===== src/rtl/tlbt_pkg.sv =====
`timescale 1ns / 1ps
package tlbt_pkg;
    localparam int unsigned CfgIdxW = 2;

    typedef enum logic [1:0] {
        ACT_TRANSLATE = 2'd0,
        ACT_FILL      = 2'd1,
        ACT_FLUSH     = 2'd2,
        ACT_NONE      = 2'd3
    } t_action;

    typedef enum logic [CfgIdxW-1:0] {
        CFG_PAGE_SIZE   = 2'd0,
        CFG_ENTRIES_PT  = 2'd1,
        CFG_TLB_LIMIT   = 2'd2,
        CFG_POLICY      = 2'd3
    } t_cfg_idx;

    typedef enum logic [3:0] {
        ST_IDLE,
        ST_DIV_PAGE,
        ST_DIV_TABLE,
        ST_SCAN_REQ,
        ST_SCAN,
        ST_DECIDE,
        ST_VICTIM_REQ,
        ST_VICTIM,
        ST_WRITE,
        ST_MUL,
        ST_OUT
    } t_state;

    // serial restoring divider: 32-bit dividend, divisor up to 17 bits
    typedef struct packed {
        logic        start;
        logic [31:0] dividend;
        logic [16:0] divisor;
    } t_div_req;

    typedef struct packed {
        logic        done;
        logic [31:0] quot;
        logic [16:0] rem;
    } t_div_rsp;
endpackage


===== src/rtl/tlbt_if.sv =====
`timescale 1ns / 1ps
interface tlbt_in_if;
    logic        valid;
    logic        ready;
    logic [1:0]  action;
    logic [31:0] logical_address;
    logic [19:0] frame_in;
    modport source (output valid, action, logical_address, frame_in, input ready);
    modport sink   (input valid, action, logical_address, frame_in, output ready);
endinterface

interface tlbt_out_if;
    logic        valid;
    logic        ready;
    logic        hit;
    logic [19:0] frame;
    logic [31:0] physical_address;
    logic [31:0] page_number;
    logic [31:0] first_level_index;
    logic [9:0]  second_level_index;
    logic [15:0] offset;
    logic        evicted_valid;
    logic [31:0] evicted_page;
    modport source (output valid, hit, frame, physical_address, page_number,
        first_level_index, second_level_index, offset, evicted_valid,
        evicted_page, input ready);
    modport sink (input valid, hit, frame, physical_address, page_number,
        first_level_index, second_level_index, offset, evicted_valid,
        evicted_page, output ready);
endinterface

interface tlbt_cfg_if;
    logic        valid;
    logic        ready;
    logic [1:0]  index;
    logic [16:0] data;
    modport source (output valid, index, data, input ready);
    modport sink   (input valid, index, data, output ready);
endinterface


===== src/rtl/tlbt_divider.sv =====
`timescale 1ns / 1ps
module tlbt_divider
    import tlbt_pkg::*;
(
    input  logic     i_clk,
    input  logic     i_rst_n,
    input  t_div_req i_req,
    output t_div_rsp o_rsp
);
    logic [31:0] r_quot;
    logic [17:0] r_rem;
    logic [16:0] r_div;
    logic [5:0]  r_cnt;
    logic        r_busy;
    logic        r_done;
    logic [17:0] w_shift;

    assign w_shift = {r_rem[16:0], r_quot[31]};

    always_ff @(posedge i_clk) begin
        if (!i_rst_n) begin
            r_busy <= 1'b0;
            r_done <= 1'b0;
            r_cnt  <= '0;
        end else begin
            r_done <= 1'b0;
            if (i_req.start) begin
                r_busy <= 1'b1;
                r_cnt  <= 6'd32;
                r_quot <= i_req.dividend;
                r_rem  <= '0;
                r_div  <= i_req.divisor;
            end else if (r_busy) begin
                // one quotient bit per cycle
                if (w_shift >= {1'b0, r_div}) begin
                    r_rem  <= w_shift - {1'b0, r_div};
                    r_quot <= {r_quot[30:0], 1'b1};
                end else begin
                    r_rem  <= w_shift;
                    r_quot <= {r_quot[30:0], 1'b0};
                end
                r_cnt <= r_cnt - 6'd1;
                if (r_cnt == 6'd1) begin
                    r_busy <= 1'b0;
                    r_done <= 1'b1;
                end
            end
        end
    end

    assign o_rsp.done = r_done;
    assign o_rsp.quot = r_quot;
    assign o_rsp.rem  = r_rem[16:0];
endmodule


===== src/rtl/tlb_two_level_translation.sv =====
`timescale 1ns / 1ps
// Two-level address translation with a fully associative TLB. Each transfer
// carries an action: translate, fill after a miss, or flush. The address is
// split by a serial divider, first into page and offset and then into the
// two table indices. The TLB memory is then scanned one entry a cycle through
// a registered read. On a replacing fill it is scanned once more for the FIFO
// or LRU victim. A hit writes the use stamp back and a fill writes the whole
// entry. One item is in flight at a time. A flush or an unknown action takes
// the same path through the divider and then skips the scan.
// The result waits in an output register until the sink takes it; the block
// then returns to idle and accepts the next transfer. Entry valid bits live
// in flops and are cleared at once by reset and flush, so no clearing pass
// is needed.
module tlb_two_level_translation
    import tlbt_pkg::*;
#(
    parameter int unsigned TLB_DEPTH  = 16,
    parameter int unsigned FRAME_BITS = 20
)(
    input  logic       i_clk,
    input  logic       i_rst_n,
    tlbt_in_if.sink    in_ch,
    tlbt_out_if.source out_ch,
    tlbt_cfg_if.sink   cfg_ch
);
    localparam int unsigned IdxW = (TLB_DEPTH > 1) ? $clog2(TLB_DEPTH) : 1;
    localparam int unsigned CntW = $clog2(TLB_DEPTH + 1);
    localparam int unsigned EntW = 32 + FRAME_BITS + 64;
    localparam logic [19:0] FrameMask = 20'((64'd1 << FRAME_BITS) - 64'd1);

    // configuration registers
    logic [16:0] r_page_size;
    logic [10:0] r_ept;
    logic [4:0]  r_limit_cfg;
    logic        r_policy;

    t_state r_state, n_state;

    logic [1:0]  r_action;
    logic [19:0] r_frame_in;
    logic [16:0] r_psz;
    logic [31:0] r_page;
    logic [15:0] r_off;
    logic [31:0] r_first;
    logic [9:0]  r_second;

    // TLB memory: page, frame, load stamp, use stamp
    logic [EntW-1:0] r_mem [TLB_DEPTH];
    logic [EntW-1:0] r_rd;
    logic [TLB_DEPTH-1:0] r_valid;
    logic [CntW-1:0] r_vcount;
    logic [31:0] r_event;

    logic [IdxW-1:0] r_ptr;     // read address
    logic [IdxW-1:0] r_ptr_d;   // address of data in r_rd
    logic            r_found;
    logic [IdxW-1:0] r_slot;
    logic            r_best_ok;
    logic [31:0]     r_best_load;
    logic [31:0]     r_best_use;
    logic [31:0]     r_best_page;
    logic            r_evict;
    logic [31:0]     r_ev_page;
    logic            r_hit;
    logic [19:0]     r_frame;
    logic [31:0]     r_phys;

    // output register
    logic        r_ovalid;

    t_div_req w_dreq;
    t_div_rsp w_drsp;

    tlbt_divider u_div (
        .i_clk  (i_clk),
        .i_rst_n(i_rst_n),
        .i_req  (w_dreq),
        .o_rsp  (w_drsp)
    );

    logic [31:0]     w_rd_page;
    logic [19:0]     w_rd_frame;
    logic [31:0]     w_rd_load;
    logic [31:0]     w_rd_use;
    logic            w_rd_valid;
    logic [CntW-1:0] w_limit;
    logic [10:0]     w_ept;
    logic            w_older;
    logic            w_scan_last;
    logic [IdxW-1:0] w_free;
    logic            w_free_ok;

    assign w_rd_page  = r_rd[EntW-1 -: 32];
    assign w_rd_frame = 20'(r_rd[64 +: FRAME_BITS]);
    assign w_rd_load  = r_rd[63:32];
    assign w_rd_use   = r_rd[31:0];
    assign w_rd_valid = r_valid[r_ptr_d];
    assign w_scan_last = (32'(r_ptr_d) == TLB_DEPTH - 1);

    // clamp the limit and table size
    always_comb begin
        if (r_limit_cfg == 5'd0) w_limit = CntW'(1);
        else if (32'(r_limit_cfg) > TLB_DEPTH) w_limit = CntW'(TLB_DEPTH);
        else w_limit = CntW'(r_limit_cfg);
        if (r_ept == 11'd0) w_ept = 11'd1;
        else if (r_ept > 11'd1024) w_ept = 11'd1024;
        else w_ept = r_ept;
    end

    // lowest invalid slot
    always_comb begin
        w_free    = '0;
        w_free_ok = 1'b0;
        for (int i = TLB_DEPTH - 1; i >= 0; i--) begin
            if (!r_valid[i]) begin
                w_free    = IdxW'(i);
                w_free_ok = 1'b1;
            end
        end
    end

    always_comb begin
        if (!r_policy || w_rd_use == r_best_use) w_older = w_rd_load < r_best_load;
        else w_older = w_rd_use < r_best_use;
    end

    assign cfg_ch.ready = 1'b1;
    assign in_ch.ready  = (r_state == ST_IDLE);

    always_comb begin
        w_dreq = '0;
        if (r_state == ST_IDLE && in_ch.valid) begin
            w_dreq.start    = 1'b1;
            w_dreq.dividend = in_ch.logical_address;
            if (r_page_size == 17'd0) w_dreq.divisor = 17'd1;
            else if (r_page_size > 17'd65536) w_dreq.divisor = 17'd65536;
            else w_dreq.divisor = r_page_size;
        end else if (r_state == ST_DIV_PAGE && w_drsp.done) begin
            w_dreq.start    = 1'b1;
            w_dreq.dividend = w_drsp.quot;
            w_dreq.divisor  = {6'd0, w_ept};
        end
    end

    // next state
    always_comb begin
        n_state = r_state;
        case (r_state)
            ST_IDLE:      if (in_ch.valid) n_state = ST_DIV_PAGE;
            ST_DIV_PAGE:  if (w_drsp.done) n_state = ST_DIV_TABLE;
            ST_DIV_TABLE: begin
                if (w_drsp.done) begin
                    if (r_action == ACT_TRANSLATE || r_action == ACT_FILL)
                        n_state = ST_SCAN_REQ;
                    else
                        n_state = ST_OUT;
                end
            end
            ST_SCAN_REQ:  n_state = ST_SCAN;
            ST_SCAN:      if (w_scan_last) n_state = ST_DECIDE;
            ST_DECIDE: begin
                if (r_found) begin
                    n_state = (r_action == ACT_FILL) ? ST_WRITE :
                              (r_action == ACT_TRANSLATE) ? ST_WRITE : ST_MUL;
                end else if (r_action == ACT_FILL) begin
                    if (r_vcount < w_limit && w_free_ok) n_state = ST_WRITE;
                    else n_state = ST_VICTIM_REQ;
                end else begin
                    n_state = ST_OUT;
                end
            end
            ST_VICTIM_REQ: n_state = ST_VICTIM;
            ST_VICTIM:     if (w_scan_last) n_state = ST_WRITE;
            ST_WRITE:      n_state = ST_MUL;
            ST_MUL:        n_state = ST_OUT;
            ST_OUT:        if (!r_ovalid) n_state = ST_IDLE;
            default:       n_state = ST_IDLE;
        endcase
    end

    always_ff @(posedge i_clk) begin
        if (!i_rst_n) r_state <= ST_IDLE;
        else r_state <= n_state;
    end

    // memory port: one read, one write
    always_ff @(posedge i_clk) begin
        r_rd <= r_mem[r_ptr];
        if (r_state == ST_WRITE) begin
            if (r_action == ACT_FILL)
                r_mem[r_slot] <= {r_page, FRAME_BITS'(r_frame_in), r_event, 32'd0};
            else
                r_mem[r_slot] <= {r_best_page, FRAME_BITS'(r_frame), r_best_load,
                                  r_event};
        end
    end

    always_ff @(posedge i_clk) begin
        if (!i_rst_n) begin
            r_page_size <= 17'd64;
            r_ept       <= 11'd4;
            r_limit_cfg <= 5'd4;
            r_policy    <= 1'b0;
            r_valid     <= '0;
            r_vcount    <= '0;
            r_event     <= 32'd1;
            r_ovalid    <= 1'b0;
        end else begin
            if (cfg_ch.valid) begin
                case (t_cfg_idx'(cfg_ch.index))
                    CFG_PAGE_SIZE:  r_page_size <= cfg_ch.data;
                    CFG_ENTRIES_PT: r_ept       <= cfg_ch.data[10:0];
                    CFG_TLB_LIMIT:  r_limit_cfg <= cfg_ch.data[4:0];
                    CFG_POLICY:     r_policy    <= cfg_ch.data[0];
                    default: ;
                endcase
            end
            if (out_ch.valid && out_ch.ready) r_ovalid <= 1'b0;

            case (r_state)
                ST_IDLE: begin
                    if (in_ch.valid) begin
                        r_action   <= in_ch.action;
                        r_frame_in <= in_ch.frame_in & FrameMask;
                        r_psz      <= w_dreq.divisor;
                    end
                end
                ST_DIV_PAGE: begin
                    if (w_drsp.done) begin
                        r_page <= w_drsp.quot;
                        r_off  <= w_drsp.rem[15:0];
                    end
                end
                ST_DIV_TABLE: begin
                    if (w_drsp.done) begin
                        r_first  <= w_drsp.quot;
                        r_second <= w_drsp.rem[9:0];
                        r_ptr    <= '0;
                        r_found  <= 1'b0;
                        r_hit    <= 1'b0;
                        r_frame  <= '0;
                        r_evict  <= 1'b0;
                        r_ev_page <= '0;
                        r_phys   <= '0;
                        if (r_action == ACT_FLUSH) begin
                            r_valid  <= '0;
                            r_vcount <= '0;
                        end
                    end
                end
                ST_SCAN_REQ, ST_VICTIM_REQ: begin
                    // first read issued, advance pointer
                    r_ptr_d   <= r_ptr;
                    r_ptr     <= r_ptr + IdxW'(1);
                    r_best_ok <= 1'b0;
                end
                ST_SCAN: begin
                    r_ptr_d <= r_ptr;
                    r_ptr   <= r_ptr + IdxW'(1);
                    if (w_rd_valid && w_rd_page == r_page && !r_found) begin
                        r_found     <= 1'b1;
                        r_slot      <= r_ptr_d;
                        r_best_page <= w_rd_page;
                        r_best_load <= w_rd_load;
                        r_frame     <= w_rd_frame;
                    end
                end
                ST_DECIDE: begin
                    r_ptr <= '0;
                    if (r_found) begin
                        r_hit <= 1'b1;
                    end else if (r_action == ACT_FILL && r_vcount < w_limit && w_free_ok) begin
                        r_slot   <= w_free;
                        r_vcount <= r_vcount + CntW'(1);
                    end
                end
                ST_VICTIM: begin
                    r_ptr_d <= r_ptr;
                    r_ptr   <= r_ptr + IdxW'(1);
                    if (w_rd_valid && (!r_best_ok || w_older)) begin
                        r_best_ok   <= 1'b1;
                        r_slot      <= r_ptr_d;
                        r_best_load <= w_rd_load;
                        r_best_use  <= w_rd_use;
                        r_ev_page   <= w_rd_page;
                        r_evict     <= 1'b1;
                    end
                end
                ST_WRITE: begin
                    if (r_action == ACT_FILL) begin
                        r_valid[r_slot] <= 1'b1;
                        r_hit   <= 1'b1;
                        r_frame <= r_frame_in;
                    end
                    r_event <= r_event + 32'd1;
                end
                ST_MUL: begin
                    r_phys <= 32'(r_frame) * 32'(r_psz) + {16'd0, r_off};
                end
                ST_OUT: ;
                default: ;
            endcase

            // a translate miss still advances time
            if (r_state == ST_DECIDE && !r_found && r_action == ACT_TRANSLATE)
                r_event <= r_event + 32'd1;
            if (r_state == ST_DIV_TABLE && w_drsp.done &&
                !(r_action == ACT_TRANSLATE || r_action == ACT_FILL))
                r_ovalid <= 1'b1;
            if (r_state == ST_DECIDE && !r_found && r_action == ACT_TRANSLATE)
                r_ovalid <= 1'b1;
            if (r_state == ST_MUL) r_ovalid <= 1'b1;
        end
    end

    // flush and unknown actions give an all-zero result
    logic w_zero;
    assign w_zero = !(r_action == ACT_TRANSLATE || r_action == ACT_FILL);

    assign out_ch.valid              = r_ovalid;
    assign out_ch.hit                = r_hit & !w_zero;
    assign out_ch.frame              = w_zero ? '0 : r_frame;
    assign out_ch.physical_address   = w_zero ? '0 : r_phys;
    assign out_ch.page_number        = w_zero ? '0 : r_page;
    assign out_ch.first_level_index  = w_zero ? '0 : r_first;
    assign out_ch.second_level_index = w_zero ? '0 : r_second;
    assign out_ch.offset             = w_zero ? '0 : r_off;
    assign out_ch.evicted_valid      = w_zero ? 1'b0 : r_evict;
    assign out_ch.evicted_page       = w_zero ? '0 : r_ev_page;
endmodule


===== src/flat_wrapper.sv =====
// flat-port wrapper written by rule: the top's interface ports become plain ports
module tlb_two_level_translation_flat import tlbt_pkg::*;
#(
    parameter int unsigned TLB_DEPTH  = 16,
    parameter int unsigned FRAME_BITS = 20
)
  (i_clk, i_rst_n, in_ch_valid, in_ch_action, in_ch_logical_address, in_ch_frame_in, in_ch_ready, out_ch_valid, out_ch_hit, out_ch_frame, out_ch_physical_address, out_ch_page_number, out_ch_first_level_index, out_ch_second_level_index, out_ch_offset, out_ch_evicted_valid, out_ch_evicted_page, out_ch_ready, cfg_ch_valid, cfg_ch_index, cfg_ch_data, cfg_ch_ready);
  tlbt_in_if in_ch_i ();
  tlbt_out_if out_ch_i ();
  tlbt_cfg_if cfg_ch_i ();
  input  logic i_clk;
  input  logic i_rst_n;
  input wire logic [$bits(in_ch_i.valid)-1:0] in_ch_valid;
  input wire logic [$bits(in_ch_i.action)-1:0] in_ch_action;
  input wire logic [$bits(in_ch_i.logical_address)-1:0] in_ch_logical_address;
  input wire logic [$bits(in_ch_i.frame_in)-1:0] in_ch_frame_in;
  output wire logic [$bits(in_ch_i.ready)-1:0] in_ch_ready;
  output wire logic [$bits(out_ch_i.valid)-1:0] out_ch_valid;
  output wire logic [$bits(out_ch_i.hit)-1:0] out_ch_hit;
  output wire logic [$bits(out_ch_i.frame)-1:0] out_ch_frame;
  output wire logic [$bits(out_ch_i.physical_address)-1:0] out_ch_physical_address;
  output wire logic [$bits(out_ch_i.page_number)-1:0] out_ch_page_number;
  output wire logic [$bits(out_ch_i.first_level_index)-1:0] out_ch_first_level_index;
  output wire logic [$bits(out_ch_i.second_level_index)-1:0] out_ch_second_level_index;
  output wire logic [$bits(out_ch_i.offset)-1:0] out_ch_offset;
  output wire logic [$bits(out_ch_i.evicted_valid)-1:0] out_ch_evicted_valid;
  output wire logic [$bits(out_ch_i.evicted_page)-1:0] out_ch_evicted_page;
  input wire logic [$bits(out_ch_i.ready)-1:0] out_ch_ready;
  input wire logic [$bits(cfg_ch_i.valid)-1:0] cfg_ch_valid;
  input wire logic [$bits(cfg_ch_i.index)-1:0] cfg_ch_index;
  input wire logic [$bits(cfg_ch_i.data)-1:0] cfg_ch_data;
  output wire logic [$bits(cfg_ch_i.ready)-1:0] cfg_ch_ready;
  assign in_ch_i.valid = in_ch_valid;
  assign in_ch_i.action = in_ch_action;
  assign in_ch_i.logical_address = in_ch_logical_address;
  assign in_ch_i.frame_in = in_ch_frame_in;
  assign in_ch_ready = in_ch_i.ready;
  assign out_ch_valid = out_ch_i.valid;
  assign out_ch_hit = out_ch_i.hit;
  assign out_ch_frame = out_ch_i.frame;
  assign out_ch_physical_address = out_ch_i.physical_address;
  assign out_ch_page_number = out_ch_i.page_number;
  assign out_ch_first_level_index = out_ch_i.first_level_index;
  assign out_ch_second_level_index = out_ch_i.second_level_index;
  assign out_ch_offset = out_ch_i.offset;
  assign out_ch_evicted_valid = out_ch_i.evicted_valid;
  assign out_ch_evicted_page = out_ch_i.evicted_page;
  assign out_ch_i.ready = out_ch_ready;
  assign cfg_ch_i.valid = cfg_ch_valid;
  assign cfg_ch_i.index = cfg_ch_index;
  assign cfg_ch_i.data = cfg_ch_data;
  assign cfg_ch_ready = cfg_ch_i.ready;
  tlb_two_level_translation #(.TLB_DEPTH(TLB_DEPTH), .FRAME_BITS(FRAME_BITS)) u_core (.i_clk(i_clk), .i_rst_n(i_rst_n), .in_ch(in_ch_i), .out_ch(out_ch_i), .cfg_ch(cfg_ch_i));
endmodule

===== config.mk =====
export PLATFORM = sky130hd
export DESIGN_NAME = tlb_two_level_translation_flat
export DESIGN_NICKNAME = d
export VERILOG_FILES = /design/src/rtl/tlbt_pkg.sv /design/src/rtl/tlbt_if.sv /design/src/rtl/tlbt_divider.sv /design/src/rtl/tlb_two_level_translation.sv /design/src/flat_wrapper.sv
export SDC_FILE = /design/constraint.sdc
export NUM_CORES = 2
export LEC_CHECK = 0
export BUFFER_PORTS_ARGS = -buffer_cell sky130_fd_sc_hd__buf_4
export CORE_ASPECT_RATIO = 0.6
export CORE_UTILIZATION = 70
export CTS_BUF_LIST = sky130_fd_sc_hd__clkbuf_8
export DETAILED_ROUTE_END_ITERATION = 16
export GPL_TIMING_DRIVEN = 0
export PLACE_DENSITY = 0.88
export SLEW_MARGIN = 0
export SYNTH_ARGS = -nofsm -noshare
export SYNTH_HDL_FRONTEND = slang
export SYNTH_SLANG_ARGS = --single-unit

===== constraint.sdc =====
create_clock -name i_clk -period 32.4 [get_ports i_clk]
set_clock_uncertainty 0.1 [all_clocks]
set_input_delay 1.62 -clock i_clk [delete_from_list [all_inputs] [get_ports i_clk]]
set_output_delay 1.62 -clock i_clk [all_outputs]
set_load 0.05 [all_outputs]

==> flow_metrics.tcl <==
set metrics [dict create \
    slew_headroom_pct -10.1 \
    synth_area_leader_cell "edfxtp_1" \
    fp.coreArea_mm2 0.149 \
    hold_violations 0 \
    synth-seq-area-share_pct 68.0 \
    netSwitchingPower_w 0.00400 \
    insertion_delay_ns 1.07 \
    htreeDepth 5 \
    drive_gt1_share_pct 22.7 \
    slew_viol_final 33 \
    power_w 0.0105 \
    status "finished with violations" \
    start_kind "flip-flop" \
    grt_util_all_layers_pct 42.1 \
    timing.final.crit_share_pct 28.5 \
    rsz0062_at_grt "false" \
    synth_edf_count 2247 \
    seqPwrFrac_pct 34.4 \
    syn_area_per_cell_um2 17.9 \
    yosys-top-cells-area "edfxtp_1 64%, mux4_2 12%, fa_1 5.3%" \
    grt_pass1_vias 62812 \
    worst_setup_path_end_kind "flip-flop" \
    reg2reg_depth 23 \
    synth_top_area_share_pct 63.9 \
    cts_root_buf "clkbuf_8" \
    async_flop_share_pct 0 \
    switching_share_pct 38.2 \
    intPower_w 0.00647 \
    final_common_cell "edfxtp_1" \
    grt_max_degree 33 \
    drtIter0Drc 10990 \
    totalWireLength_um 315000 \
    synth-seq-cells 2463 \
    fmax_ghz 0.108 \
    dieArea_mm2 0.152 \
    syn_area_mm2 0.106 \
    clk_path_buf_depth 4 \
    ant_nets 0 \
    io_pins 257 \
    drc 0 \
    area_growth_pct 13.0 \
    p_per_area_mw_per_mm2 87.7 \
    cts.hold.buffers_added 0 \
    hold_end "u_core.r_best_use[16]" \
    cts_buffers 344 \
    fillCellCount 6899 \
    syn_inst 5894 \
    synth_top_flop_cell "edfxtp_1" \
    dieWidth_um 503 \
    hold_path_depth 0 \
    final_nets 7183 \
    ys.warnings.count 0 \
    p_clk_share_pct 22.4 \
    seq_area_mm2 0.0718 \
    hp-class "reg -> reg" \
    arrival_ns 9.91 \
    drt-wirelength-per-cell_um 35.2 \
    portBuffers 254 \
    dpl.hpwl_um 217000 \
    r2r-start "u_core.r_frame[7]" \
    synth_nets 6428 \
    crit_fanout 10 \
    path_clk_slew_ns 0.07 \
    post-route-util_pct 80.4 \
    r2r_setup_slack_ns 23.16 \
    rows 109 \
    p_leak_nw 41.7 \
    routed_via_density 7.05 \
    start_util_pct 71.1 \
    peakVddDrop_mv 0.408 \
    most-common-layout-cells "2247 x edfxtp_1, 606 x inv_1, 585 x mux4_2, 394 x clkbuf_8, 296 x nand2_1" \
    multi_input_area_mm2 0.0312 \
    num_vias 63016 \
    cts_sinks 2463 \
    cts_resized 0 \
    final.setup.tns_ns 0 \
    violations "max-capacitance violations, max-slew violations" \
    setup_viol 0 \
    place_congestion 1.04 \
    antenna_found_initial 33 \
    min_from "u_core.r_rd[16]" \
    grt_pass1_wl_um 441000 \
    pwr-share-comb_pct 43.3 \
    die_y_um 303 \
    min_period_ns 9.24 \
    firstDrtPassIters 7 \
    globalRouteOverflowTotal 0 \
    required_ns 33.07 \
    post-cts-setup-buffers 0 \
    final_cells 8938 \
    worst_slew_pin_slew_ns 1.65 \
    cts_tree "done" \
    drv_cap 3 \
    dp_cells 8300 \
    worst-setup-path-type "reg -> reg" \
    synth.distinct_cells 75 \
    r2r-end "u_core.r_phys[30]" \
]
## worst max path at each step
stage / from / to / slack [ns] / cells after the start
2_1_floorplan: u_core.r_state[0] / u_core.r_mem[1][0] / 22.22 / 5
3_3_place_gp: u_core.r_state[1] / u_core.r_mem[0][51] / 11.46 / 5
3_5_place_dp: u_core.r_frame[7] / u_core.r_phys[30] / 23.82 / 23
4_1_cts: u_core.r_frame[7] / u_core.r_phys[30] / 23.74 / 23
5_1_grt: u_core.r_frame[7] / u_core.r_phys[30] / 23.10 / 23
6_report: u_core.r_frame[7] / u_core.r_phys[30] / 23.16 / 23
## cells by family after synthesis
family | Yosys count | share of synthesized area, %
flops | 2463 | 68.0
simple gates | 1100 | 5.31
buf+inv | 734 | 2.63
mux | 695 | 13.6
fa+ha+maj | 456 | 7.38
compound gates | 338 | 2.20
xor+xnor | 107 | 0.887
other cells | 1 | 0.00355
## stage by stage
stage	area [µm²]	worst slack [ns]	hold slack, ns
6_report	119000	23.16	0.298
5_1_grt	119000	23.10	0.313
4_1_cts	119000	23.74	0.295
3_5_place_dp	113000	23.82	0.316
3_3_place_gp	110000	11.46	0.305
2_1_floorplan	106000	22.22	0.300
## synthesized netlist by cell type, types with 14 or more instances
cell type,number
nand2_1,296
nand3_1,31
nor4_1,15
nand4_1,28
o21a_1,17
ha_1,178
mux2i_1,30
xnor2_1,51
clkbuf_1,221
a21o_1,36
edfxtp_1,2247
buf_1,47
a211oi_1,15
or3_1,17
o21ai_0,54
mux2_2,80
mux4_2,585
nor2b_1,181
fa_1,278
dfxtp_1,216
nand2b_1,15
a21oi_1,82
xor2_1,56
a22o_1,60
and3_1,14
and2_1,224
nor3_1,39
nor2_1,216
inv_1,459
## power groups by stage
stage | Combinational (W) | Clock (W) | Sequential [W]
after floorplan | 0.00319 | 0 | 0.00363
final | 0.00453 | 0.00234 | 0.00360
after global routing | 0.00497 | 0.00245 | 0.00360
after CTS | 0.00436 | 0.00232 | 0.00359
after global placement | 0.00419 | 0 | 0.00366
after detailed placement | 0.00433 | 0 | 0.00366
## metal layers
metal | up-vias | GRT usage (%) | wire (µm)
met5 | - | 0.245 | 382
met4 | 23 | 20.2 | 16800
met3 | 1123 | 18.5 | 57600
met2 | 6441 | 57.9 | 133000
met1 | 31538 | 58.4 | 107000
li1 | 23891 | - | -
## worst max-delay path, cell delays in order, from the launching register on
cell and delay, ns:
edfxtp_1 0.34, clkbuf_1 0.78, clkbuf_1 0.87, nand2_1 0.24
fa_1 0.60, inv_1 0.06, fa_1 0.51, inv_1 0.07
fa_1 0.54, inv_1 0.06, fa_1 0.40, fa_1 0.52
inv_1 0.05, fa_1 0.49, inv_1 0.06, ha_1 0.38
and4_1 0.28, nand4_1 0.12, o21ai_0 1.07, a31oi_1 0.41
a311oi_1 0.56, o41ai_1 0.13, xor2_1 0.22, nor2_1 0.06
## cell type report
type / instances / area share, %
buffer: 275 / 0.882
tap: 1998 / 2.09
clock inverter: 213 / 0.856
clock buffer: 394 / 4.54
timing repair buffer: 409 / 3.79
sequential: 2463 / 60.2
multi-input combinational: 2697 / 26.2
inverter: 459 / 1.44
antenna: 30 / 0.0629
## sequential cells by signal, indices dropped and copies added, names as in the netlist, 11 cells and up
signal / count
u_core.r_page: 32
u_core.r_mem: 1856
u_core.r_phys: 32
u_core.r_ev_page: 32
u_core.r_best_load: 32
u_core.r_first: 32
u_core.u_div.r_div: 17
u_core.r_valid: 16
u_core.r_page_size: 17
u_core.r_rd: 116
u_core.r_frame_in: 20
u_core.u_div.r_quot: 32
u_core.r_off: 16
u_core.r_frame: 20
u_core.r_ept: 11
u_core.u_div.r_rem: 17
u_core.r_psz: 17
u_core.r_event: 32
u_core.r_best_use: 32
u_core.r_best_page: 32
Power figures use the tool's default switching activity.
